===== config.mk =====
export PLATFORM = sky130hd
export DESIGN_NAME = trimmed_moving_average
export DESIGN_NICKNAME = d
export VERILOG_FILES = /design/src/design/tma_pkg.sv /design/src/design/tma_cell.sv /design/src/design/tma_scan.sv /design/src/design/tma_div.sv /design/src/design/trimmed_moving_average.sv
export SDC_FILE = /design/constraint.sdc
export NUM_CORES = 2
export LEC_CHECK = 0
export ABC_AREA = 1
export CORE_ASPECT_RATIO = 1.2
export CORE_MARGIN = 2
export CORE_UTILIZATION = 35
export CTS_CLUSTER_SIZE = 10
export DETAILED_ROUTE_END_ITERATION = 7
export DONT_BUFFER_PORTS = 1
export RECOVER_POWER = 50
export SYNTH_ARGS = -nofsm -noshare
export SYNTH_HDL_FRONTEND = slang
export SYNTH_SLANG_ARGS = --single-unit

===== constraint.sdc =====
create_clock -name clk_i -period 9.25 [get_ports clk_i]
set_input_delay 0.925 -clock clk_i [delete_from_list [all_inputs] [get_ports clk_i]]
set_output_delay 0.925 -clock clk_i [all_outputs]
set_load 0.005 [all_outputs]

===== src/design/tma_pkg.sv =====
// Package for the trimmed moving average block.
// Holds widths, register indexes, reset values, the controller state type
// and the scan control struct. No dependencies.
package tma_pkg;

  localparam int SAMPLE_W       = 24;
  localparam int REG_W          = 16;
  localparam int WEIGHT_W       = 40;
  localparam int CFG_IDX_W      = 8;
  localparam int DEF_WINDOW_LEN = 34;

  localparam logic [REG_W-1:0] GAIN_RESET   = 16'd14764;
  localparam logic [REG_W-1:0] OFFSET_RESET = 16'd1311;

  localparam logic [CFG_IDX_W-1:0] REG_GAIN   = 8'd0;
  localparam logic [CFG_IDX_W-1:0] REG_OFFSET = 8'd1;

  typedef enum logic [2:0] {
    ST_IDLE,
    ST_SCAN,
    ST_TRIM,
    ST_DIV,
    ST_MUL,
    ST_DONE
  } tma_state_e;

  typedef struct packed {
    logic step;
    logic first;
  } scan_ctrl_t;

endpackage


===== src/design/tma_cell.sv =====
// One window cell: a sample register that takes its neighbor's value when enabled.
// Depends on tma_pkg for the sample width.
module tma_cell
  import tma_pkg::*;
(
  input  logic                clk_i,
  input  logic                rst_ni,
  input  logic                en_i,
  input  logic [SAMPLE_W-1:0] d_i,
  output logic [SAMPLE_W-1:0] q_o
);

  logic [SAMPLE_W-1:0] val_q;
  logic [SAMPLE_W-1:0] val_d;

  assign val_d = en_i ? d_i : val_q;

  always_ff @(posedge clk_i or negedge rst_ni) begin
    if (!rst_ni) begin
      val_q <= '0;
    end else begin
      val_q <= val_d;
    end
  end

  assign q_o = val_q;

endmodule


===== src/design/tma_scan.sv =====
// Scan accumulator: sums the samples leaving the head cell and tracks max and min.
// Depends on tma_pkg for the sample width and the scan control struct.
module tma_scan
  import tma_pkg::*;
#(
  parameter int WINDOW_LEN = DEF_WINDOW_LEN,
  parameter int SUM_W      = SAMPLE_W + $clog2(WINDOW_LEN)
) (
  input  logic                clk_i,
  input  logic                rst_ni,
  input  scan_ctrl_t          ctrl_i,
  input  logic [SAMPLE_W-1:0] value_i,
  output logic [SUM_W-1:0]    sum_o,
  output logic [SAMPLE_W-1:0] max_o,
  output logic [SAMPLE_W-1:0] min_o
);

  logic [SUM_W-1:0]    sum_q, sum_d;
  logic [SAMPLE_W-1:0] max_q, max_d;
  logic [SAMPLE_W-1:0] min_q, min_d;

  always_comb begin
    sum_d = sum_q;
    max_d = max_q;
    min_d = min_q;
    if (ctrl_i.step) begin
      if (ctrl_i.first) begin
        // seed from the first entry so the min search starts there
        sum_d = SUM_W'(value_i);
        max_d = value_i;
        min_d = value_i;
      end else begin
        sum_d = sum_q + SUM_W'(value_i);
        if (value_i > max_q) max_d = value_i;
        if (value_i < min_q) min_d = value_i;
      end
    end
  end

  always_ff @(posedge clk_i or negedge rst_ni) begin
    if (!rst_ni) begin
      sum_q <= '0;
      max_q <= '0;
      min_q <= '0;
    end else begin
      sum_q <= sum_d;
      max_q <= max_d;
      min_q <= min_d;
    end
  end

  assign sum_o = sum_q;
  assign max_o = max_q;
  assign min_o = min_q;

endmodule


===== src/design/tma_div.sv =====
// Divider by the constant WINDOW_LEN - 2: multiplies by a rounded-up reciprocal
// in two halves, low then high, and keeps the high bits of the product.
// Depends on tma_pkg for the sample width; quotient is known to fit SAMPLE_W bits.
module tma_div
  import tma_pkg::*;
#(
  parameter int WINDOW_LEN = DEF_WINDOW_LEN,
  parameter int SUM_W      = SAMPLE_W + $clog2(WINDOW_LEN)
) (
  input  logic                clk_i,
  input  logic                rst_ni,
  input  logic                start_i,
  input  logic [SUM_W-1:0]    dividend_i,
  output logic                done_o,
  output logic [SAMPLE_W-1:0] quotient_o
);

  localparam int DIVISOR = WINDOW_LEN - 2;
  localparam int SHIFT   = SUM_W + $clog2(DIVISOR);
  localparam int RECIP_W = SUM_W + 1;
  localparam int HALF_W  = (RECIP_W + 1) / 2;
  localparam int PROD_W  = SUM_W + RECIP_W;
  localparam int LO_W    = SUM_W + HALF_W;
  localparam int HI_W    = PROD_W - HALF_W;

  // ceil(2^SHIFT / DIVISOR) keeps the truncated product exact for every dividend
  localparam logic [63:0] RECIP_64 =
    ((64'd1 << SHIFT) + 64'(DIVISOR - 1)) / 64'(DIVISOR);
  localparam logic [RECIP_W-1:0]        RECIP    = RECIP_64[RECIP_W-1:0];
  localparam logic [HALF_W-1:0]         RECIP_LO = RECIP[HALF_W-1:0];
  localparam logic [RECIP_W-HALF_W-1:0] RECIP_HI = RECIP[RECIP_W-1:HALF_W];

  logic              busy_q, busy_d;
  logic              phase_q, phase_d;
  logic [SUM_W-1:0]  num_q, num_d;
  logic [PROD_W-1:0] prod_q, prod_d;
  logic [LO_W-1:0]   part_lo;
  logic [HI_W-1:0]   part_hi;

  assign part_lo = LO_W'(num_q) * LO_W'(RECIP_LO);
  assign part_hi = HI_W'(num_q) * HI_W'(RECIP_HI);

  always_comb begin
    busy_d  = busy_q;
    phase_d = phase_q;
    num_d   = num_q;
    prod_d  = prod_q;
    if (start_i) begin
      busy_d  = 1'b1;
      phase_d = 1'b0;
      num_d   = dividend_i;
    end else if (busy_q) begin
      if (!phase_q) begin
        prod_d  = PROD_W'(part_lo);
        phase_d = 1'b1;
      end else begin
        // add the upper half of the reciprocal in place and finish
        prod_d = prod_q + {part_hi, {HALF_W{1'b0}}};
        busy_d = 1'b0;
      end
    end
  end

  always_ff @(posedge clk_i or negedge rst_ni) begin
    if (!rst_ni) begin
      busy_q  <= 1'b0;
      phase_q <= 1'b0;
    end else begin
      busy_q  <= busy_d;
      phase_q <= phase_d;
    end
  end

  always_ff @(posedge clk_i) begin
    num_q  <= num_d;
    prod_q <= prod_d;
  end

  assign done_o     = busy_q && phase_q;
  assign quotient_o = prod_q[SHIFT +: SAMPLE_W];

endmodule


===== src/design/trimmed_moving_average.sv =====
// Trimmed moving average top level: cell chain, scan accumulator, divider, scaling.
// Depends on tma_pkg, tma_cell, tma_scan and tma_div.
//
// - Input channel (in_valid_i / in_stall_o, sample_i) takes one sample per
//   transaction. The sample shifts into a chain of WINDOW_LEN cells and the
//   oldest drops out.
// - The chain then rotates once around while the head cell feeds the
//   accumulator (sum, max, min). ST_TRIM then drops the extremes, ST_DIV runs
//   the constant divider, ST_MUL scales by gain and offset and ST_DONE loads
//   the output register.
// - in_stall_o is high while an item is in flight, so the next sample is
//   accepted only after the previous result has been loaded for output.
// - Output channel (out_valid_o / out_stall_i) carries trimmed_mean_o and
//   weight_q16_o. A stalled result waits in the output register; the next
//   sample is accepted and processed meanwhile, and only the final load holds.
// - Config channel (cfg_valid_i / cfg_ready_o) writes gain (index 0) and offset
//   (index 1); other indexes are ignored. Ready is always high.
// - Reset clears the window to zero samples and restores gain and offset.
module trimmed_moving_average
  import tma_pkg::*;
#(
  parameter int WINDOW_LEN = DEF_WINDOW_LEN
) (
  input  logic                 clk_i,
  input  logic                 rst_ni,
  input  logic                 in_valid_i,
  output logic                 in_stall_o,
  input  logic [SAMPLE_W-1:0]  sample_i,
  output logic                 out_valid_o,
  input  logic                 out_stall_i,
  output logic [SAMPLE_W-1:0]  trimmed_mean_o,
  output logic [WEIGHT_W-1:0]  weight_q16_o,
  input  logic                 cfg_valid_i,
  output logic                 cfg_ready_o,
  input  logic [CFG_IDX_W-1:0] cfg_index_i,
  input  logic [REG_W-1:0]     cfg_data_i
);

  localparam int SUM_W = SAMPLE_W + $clog2(WINDOW_LEN);
  localparam int CNT_W = $clog2(WINDOW_LEN);
  localparam logic [CNT_W-1:0] LAST_CNT = CNT_W'(WINDOW_LEN - 1);

  tma_state_e          state_q, state_d;
  logic [CNT_W-1:0]    scan_cnt_q, scan_cnt_d;
  logic [REG_W-1:0]    gain_q, offset_q;
  logic [WEIGHT_W-1:0] prod_q, prod_d;
  logic [SAMPLE_W-1:0] mean_q, mean_d;
  logic                out_valid_q, out_valid_d;
  logic [SAMPLE_W-1:0] out_mean_q;
  logic [WEIGHT_W-1:0] out_weight_q;

  logic                accept;
  logic                shift_en;
  logic                div_start;
  logic                div_done;
  logic                out_load;
  scan_ctrl_t          scan_ctrl;
  logic [SAMPLE_W-1:0] cell_q [WINDOW_LEN];
  logic [SAMPLE_W-1:0] tail_d;
  logic [SUM_W-1:0]    sum;
  logic [SAMPLE_W-1:0] win_max, win_min;
  logic [SUM_W-1:0]    trimmed;
  logic [SAMPLE_W-1:0] quotient;

  assign accept   = in_valid_i && !in_stall_o;
  assign shift_en = accept || (state_q == ST_SCAN);
  // load a new sample on accept, otherwise rotate the head back to the tail
  assign tail_d   = (state_q == ST_IDLE) ? sample_i : cell_q[0];

  for (genvar g = 0; g < WINDOW_LEN; g++) begin : g_cell
    if (g == WINDOW_LEN - 1) begin : g_tail
      tma_cell u_cell (
        .clk_i  (clk_i),
        .rst_ni (rst_ni),
        .en_i   (shift_en),
        .d_i    (tail_d),
        .q_o    (cell_q[g])
      );
    end else begin : g_body
      tma_cell u_cell (
        .clk_i  (clk_i),
        .rst_ni (rst_ni),
        .en_i   (shift_en),
        .d_i    (cell_q[g+1]),
        .q_o    (cell_q[g])
      );
    end
  end

  assign scan_ctrl.step  = (state_q == ST_SCAN);
  assign scan_ctrl.first = (scan_cnt_q == '0);

  tma_scan #(
    .WINDOW_LEN (WINDOW_LEN),
    .SUM_W      (SUM_W)
  ) u_scan (
    .clk_i   (clk_i),
    .rst_ni  (rst_ni),
    .ctrl_i  (scan_ctrl),
    .value_i (cell_q[0]),
    .sum_o   (sum),
    .max_o   (win_max),
    .min_o   (win_min)
  );

  assign trimmed   = sum - SUM_W'(win_max) - SUM_W'(win_min);
  assign div_start = (state_q == ST_TRIM);

  tma_div #(
    .WINDOW_LEN (WINDOW_LEN),
    .SUM_W      (SUM_W)
  ) u_div (
    .clk_i      (clk_i),
    .rst_ni     (rst_ni),
    .start_i    (div_start),
    .dividend_i (trimmed),
    .done_o     (div_done),
    .quotient_o (quotient)
  );

  always_comb begin
    state_d    = state_q;
    scan_cnt_d = scan_cnt_q;
    prod_d     = prod_q;
    mean_d     = mean_q;
    out_load   = 1'b0;
    in_stall_o = 1'b1;
    unique case (state_q)
      ST_IDLE: begin
        in_stall_o = 1'b0;
        if (in_valid_i) begin
          scan_cnt_d = '0;
          state_d    = ST_SCAN;
        end
      end
      ST_SCAN: begin
        scan_cnt_d = scan_cnt_q + 1'b1;
        if (scan_cnt_q == LAST_CNT) state_d = ST_TRIM;
      end
      ST_TRIM: begin
        state_d = ST_DIV;
      end
      ST_DIV: begin
        if (div_done) state_d = ST_MUL;
      end
      ST_MUL: begin
        mean_d  = quotient;
        prod_d  = WEIGHT_W'(quotient) * WEIGHT_W'(gain_q) + WEIGHT_W'(offset_q);
        state_d = ST_DONE;
      end
      ST_DONE: begin
        // hold until the output register is empty or being drained
        if (!out_valid_q || !out_stall_i) begin
          out_load = 1'b1;
          state_d  = ST_IDLE;
        end
      end
      default: state_d = ST_IDLE;
    endcase
  end

  always_comb begin
    out_valid_d = out_valid_q;
    if (out_load) begin
      out_valid_d = 1'b1;
    end else if (out_valid_q && !out_stall_i) begin
      out_valid_d = 1'b0;
    end
  end

  always_ff @(posedge clk_i or negedge rst_ni) begin
    if (!rst_ni) begin
      state_q     <= ST_IDLE;
      scan_cnt_q  <= '0;
      out_valid_q <= 1'b0;
    end else begin
      state_q     <= state_d;
      scan_cnt_q  <= scan_cnt_d;
      out_valid_q <= out_valid_d;
    end
  end

  always_ff @(posedge clk_i) begin
    prod_q <= prod_d;
    mean_q <= mean_d;
    if (out_load) begin
      out_mean_q   <= mean_q;
      out_weight_q <= prod_q;
    end
  end

  always_ff @(posedge clk_i or negedge rst_ni) begin
    if (!rst_ni) begin
      gain_q   <= GAIN_RESET;
      offset_q <= OFFSET_RESET;
    end else if (cfg_valid_i && cfg_ready_o) begin
      if (cfg_index_i == REG_GAIN) gain_q <= cfg_data_i;
      if (cfg_index_i == REG_OFFSET) offset_q <= cfg_data_i;
    end
  end

  assign cfg_ready_o    = 1'b1;
  assign out_valid_o    = out_valid_q;
  assign trimmed_mean_o = out_mean_q;
  assign weight_q16_o   = out_weight_q;

  a_accept_then_busy : assert property (@(posedge clk_i) disable iff (!rst_ni)
    accept |=> (in_stall_o && state_q == ST_SCAN && scan_cnt_q == '0))
    else $error("accepted sample did not start a scan");

  a_scan_in_range : assert property (@(posedge clk_i) disable iff (!rst_ni)
    (state_q == ST_SCAN) |-> (scan_cnt_q <= LAST_CNT))
    else $error("scan counter ran past the window");

  a_div_done_in_div : assert property (@(posedge clk_i) disable iff (!rst_ni)
    div_done |-> (state_q == ST_DIV))
    else $error("divider finished outside the divide state");

  a_load_only_free : assert property (@(posedge clk_i) disable iff (!rst_ni)
    out_load |-> (!out_valid_q || !out_stall_i))
    else $error("output register overwritten while stalled");

endmodule


==> impl_metrics.env <==
export IMPL_drt_wl_total_um=148000
export IMPL_tns_ns=0
export IMPL_drive_gt1_frac=0.03183
export IMPL_power_leakage_nw=33.48
export IMPL_grt_pass1_wl_um=240400
export IMPL_syn_area_um2=62120
export IMPL_nNetsFinal=7637
export IMPL_clkPwrFrac=0.186
export IMPL_post_cts_setup_buffer_count=0
export IMPL_cts_resized=0
export IMPL_grt_overflow_total=0
export IMPL_worst_ir_drop_vdd_mv=0.4228
export IMPL_cp_end_kind="flip-flop"
export IMPL_row_count=169
export IMPL_chipHeight_um=465.5
export IMPL_clk_latency_ns=0.77
export IMPL_p_sw_mw=11.77
export IMPL_cts_sinks=1123
export IMPL_avgViaCountPerCell=4.701
export IMPL_dieArea_um2=180900
export IMPL_ioPinCount=120
export IMPL_track_usage=0.1662
export IMPL_seq_power_share=0.351
export IMPL_ys_types=45
export IMPL_status="finished with violations"
export IMPL_antenna_left=0
export IMPL_via_count=43930
export IMPL_area_growth_pct=9.229
export IMPL_max_cap_violations=9
export IMPL_synth_seq_area_share=0.4677
export IMPL_fmax_mhz=151.0
export IMPL_synth_fp_nets=7782
export IMPL_comb_power_share=0.463
export IMPL_power_density_nw_per_um2=388.1
export IMPL_ys_async_sr_fraction=0.8344
export IMPL_detail_route_wl_per_cell_um=15.84
export IMPL_finalClockSkew_ns=0.03684
export IMPL_worstPathMaxFanout=25
export IMPL_synth_most_common_cell="nand2_1"
export IMPL_internal_power_mw=14.56
export IMPL_gp_congestion=0.8945
export IMPL_yosysWarnings=0
export IMPL_antenna_found_initial=1
export IMPL_cts_tree="yes"
export IMPL_period_minus_slack_ns=6.622
export IMPL_pre_cts_slack_ns=2.672
export IMPL_grt_pass1_vias=44230
export IMPL_ys_top_cells_by_area="dfrtp_1 (37%), fa_1 (11%), nand2_1 (10%)"
export IMPL_final_setup_viol_count=0
export IMPL_syn_avg_cell_area_um2=8.712
export IMPL_drt_iter0_drc=3006
export IMPL_dp_hpwl_um=104800
export IMPL_rsz0062_at_grt="false"
export IMPL_synth_top_area_frac=0.3714
export IMPL_r2r_setup_slack_ns=2.63
export IMPL_syn_inst=7130
export IMPL_violations="max-capacitance violations, max-slew violations"
export IMPL_firstDrtPassIters=6
export IMPL_whs_ns=0.3111
export IMPL_htree_levels=4
export IMPL_numCtsBuffers=136
export IMPL_required_ns=9.77
export IMPL_cp_arrival_ns=7.14
export IMPL_synth_edf_count=186
export IMPL_ys_ff_latch=1123
export IMPL_tightest_slew_ns=5.029
export IMPL_clockBufferDepth=3
export IMPL_crit_path_start_kind="flip-flop"
export IMPL_synth_top_cells_by_count="nand2_1 (1654), inv_1 (1321), dfrtp_1 (922)"
export IMPL_fin_ws_ns=2.628
export IMPL_drv_slew=517
export IMPL_synth_largest_area_cell="dfrtp_1"
export IMPL_start_util=0.3518
export IMPL_die_x_um=388.6
export IMPL_grt_max_degree=938
export IMPL_coreArea_um2=176600
export IMPL_io_buffers=0
export IMPL_drc_errors=0
export IMPL_hp_class="in2reg"
export IMPL_diodes=0
export IMPL_cts_clk_slew_worst_paths_ns=0.05
export IMPL_maxSlewHeadroom=-2.353
export IMPL_finalHoldViolCount=0
export IMPL_finalCritPeriodShare=0.7159
export IMPL_path_class="reg2reg"
export IMPL_clockRootBuffer="clkbuf_16"
export IMPL_ys_flop_type="dfrtp_1"
export IMPL_swShare=0.4469
stage by stage:
stage,util,area [um2],instances,power (mW)
after floorplan,-,62120,7130,18.07
after global placement,0.3613,63780,9149,21.22
after detailed placement,0.3613,63780,9149,21.51
after CTS,0.3839,67790,9339,26.57
after global routing,0.3843,67850,9345,28.83
final,0.3843,67850,9345,26.33
power groups by stage:
stage / sequential [mW] / clock, mW / combinational, mW
after floorplan: 8.48 / 0 / 9.59
after global placement: 9.25 / 0 / 12.0
after detailed placement: 9.31 / 0 / 12.2
after CTS: 9.24 / 5.06 / 12.3
after global routing: 9.51 / 5.24 / 14.1
final: 9.24 / 4.89 / 12.2
final cells by class:
| type | count | area [um2] |
|---|---|---|
| Fill cell | 17690 | 108700 |
| Timing Repair Buffer | 34 | 351.6 |
| Inverter | 1324 | 4970 |
| Multi-Input combinational cell | 4366 | 26590 |
| Sequential cell | 1123 | 29050 |
| Clock inverter | 24 | 362.8 |
| Clock buffer | 166 | 3638 |
| Tap cell | 2308 | 2888 |
critical path: stages, from the launching register on:
cell and delay (ns):
dfrtp_1 1.04, nand2_1 0.19, fa_1 0.58, inv_1 0.05, fa_1 0.55, inv_1 0.07
fa_1 0.50, inv_1 0.05, fa_1 0.48, fa_1 0.49, inv_1 0.05, fa_1 0.47
inv_1 0.04, ha_1 0.38, a21oi_1 0.28, nand2_1 0.19, a21oi_1 0.36, nand3_1 0.29
nand2_1 0.15, nand2_1 0.06, nand2_1 0.05, nand2_1 0.04
path summary, 6_finish.rpt:
kind / from / to / cells after the start
worst max-delay path: gain_q[1] / prod_q[39] / 21
worst min register to register: prod_q[23] / weight_q16_o[23] / 0
worst min-delay path: sample_i[18] / g_cell[33].g_tail.u_cell.q_o[18] / 2
worst max register to register: gain_q[1] / prod_q[39] / 21
max in group asynchronous: rst_ni / offset_q[14] / 4
min in group asynchronous: rst_ni / g_cell[24].g_body.u_cell.q_o[4] / 1
sequential cells by signal (all words and copies together) (netlist names), 29 cells and up:
signal                    flops
g_cell.g_body.u_cell.q_o    792
prod_q                       40
u_div.num_q                  29
u_div.prod_q                 29
u_scan.sum_o                 29
weight_q16_o                 40
cells by family (layout without fill, tap and decap cells):
kind of cell,count (synthesis),in the layout,share of synthesized area
simple gates,2549,2549,0.1609
buf+inv,1641,1548,0.1044
compound gates,1162,1162,0.09624
flops,1123,1123,0.4677
fa+ha+maj,599,599,0.1627
xor+xnor,49,49,0.006909
mux,6,6,0.001088
other cells,1,1,0.00006037
per-layer routing:
layer / GRT usage / wire length (um) / vias up
met1: 0.2223 / 67780 / 21140
met5: 0 / 0 / -
met3: 0.02942 / 6567 / 282
met2: 0.2709 / 68840 / 892
met4: 0.05901 / 4845 / 0
li1: - / - / 21620
cell usage in the layout, fill, tap and decap left out, types with 5 or more instances in the layout:
cell type  Yosys  final
a31oi_1       26     26
clkbuf_16      0    138
nand3b_1       6      6
o21ai_1      372    342
o21a_1        15     15
o21bai_1      13     13
nand2_1     1654   1654
a21boi_0       5      5
mux2_2         6      6
clkbuf_1     161     29
a21o_1        11     11
xnor2_1        9      9
fa_1         348    348
dfstp_2       15     15
o21ai_0      156    186
a21oi_1      557    557
clkinv_2       0      7
dfrtp_1      922    922
buf_4         49     15
nor4_1         6      6
nand3_1      174    175
edfxtp_1     186    186
nor2_1       645    644
nand4_1       32     32
ha_1         251    251
inv_1       1321   1323
nor3_1        18     18
clkbuf_8       0      8
nand2_2        5      5
xor2_1        40     40
clkinv_16      0      5
Note: power is estimated with default switching activity, not from simulation.
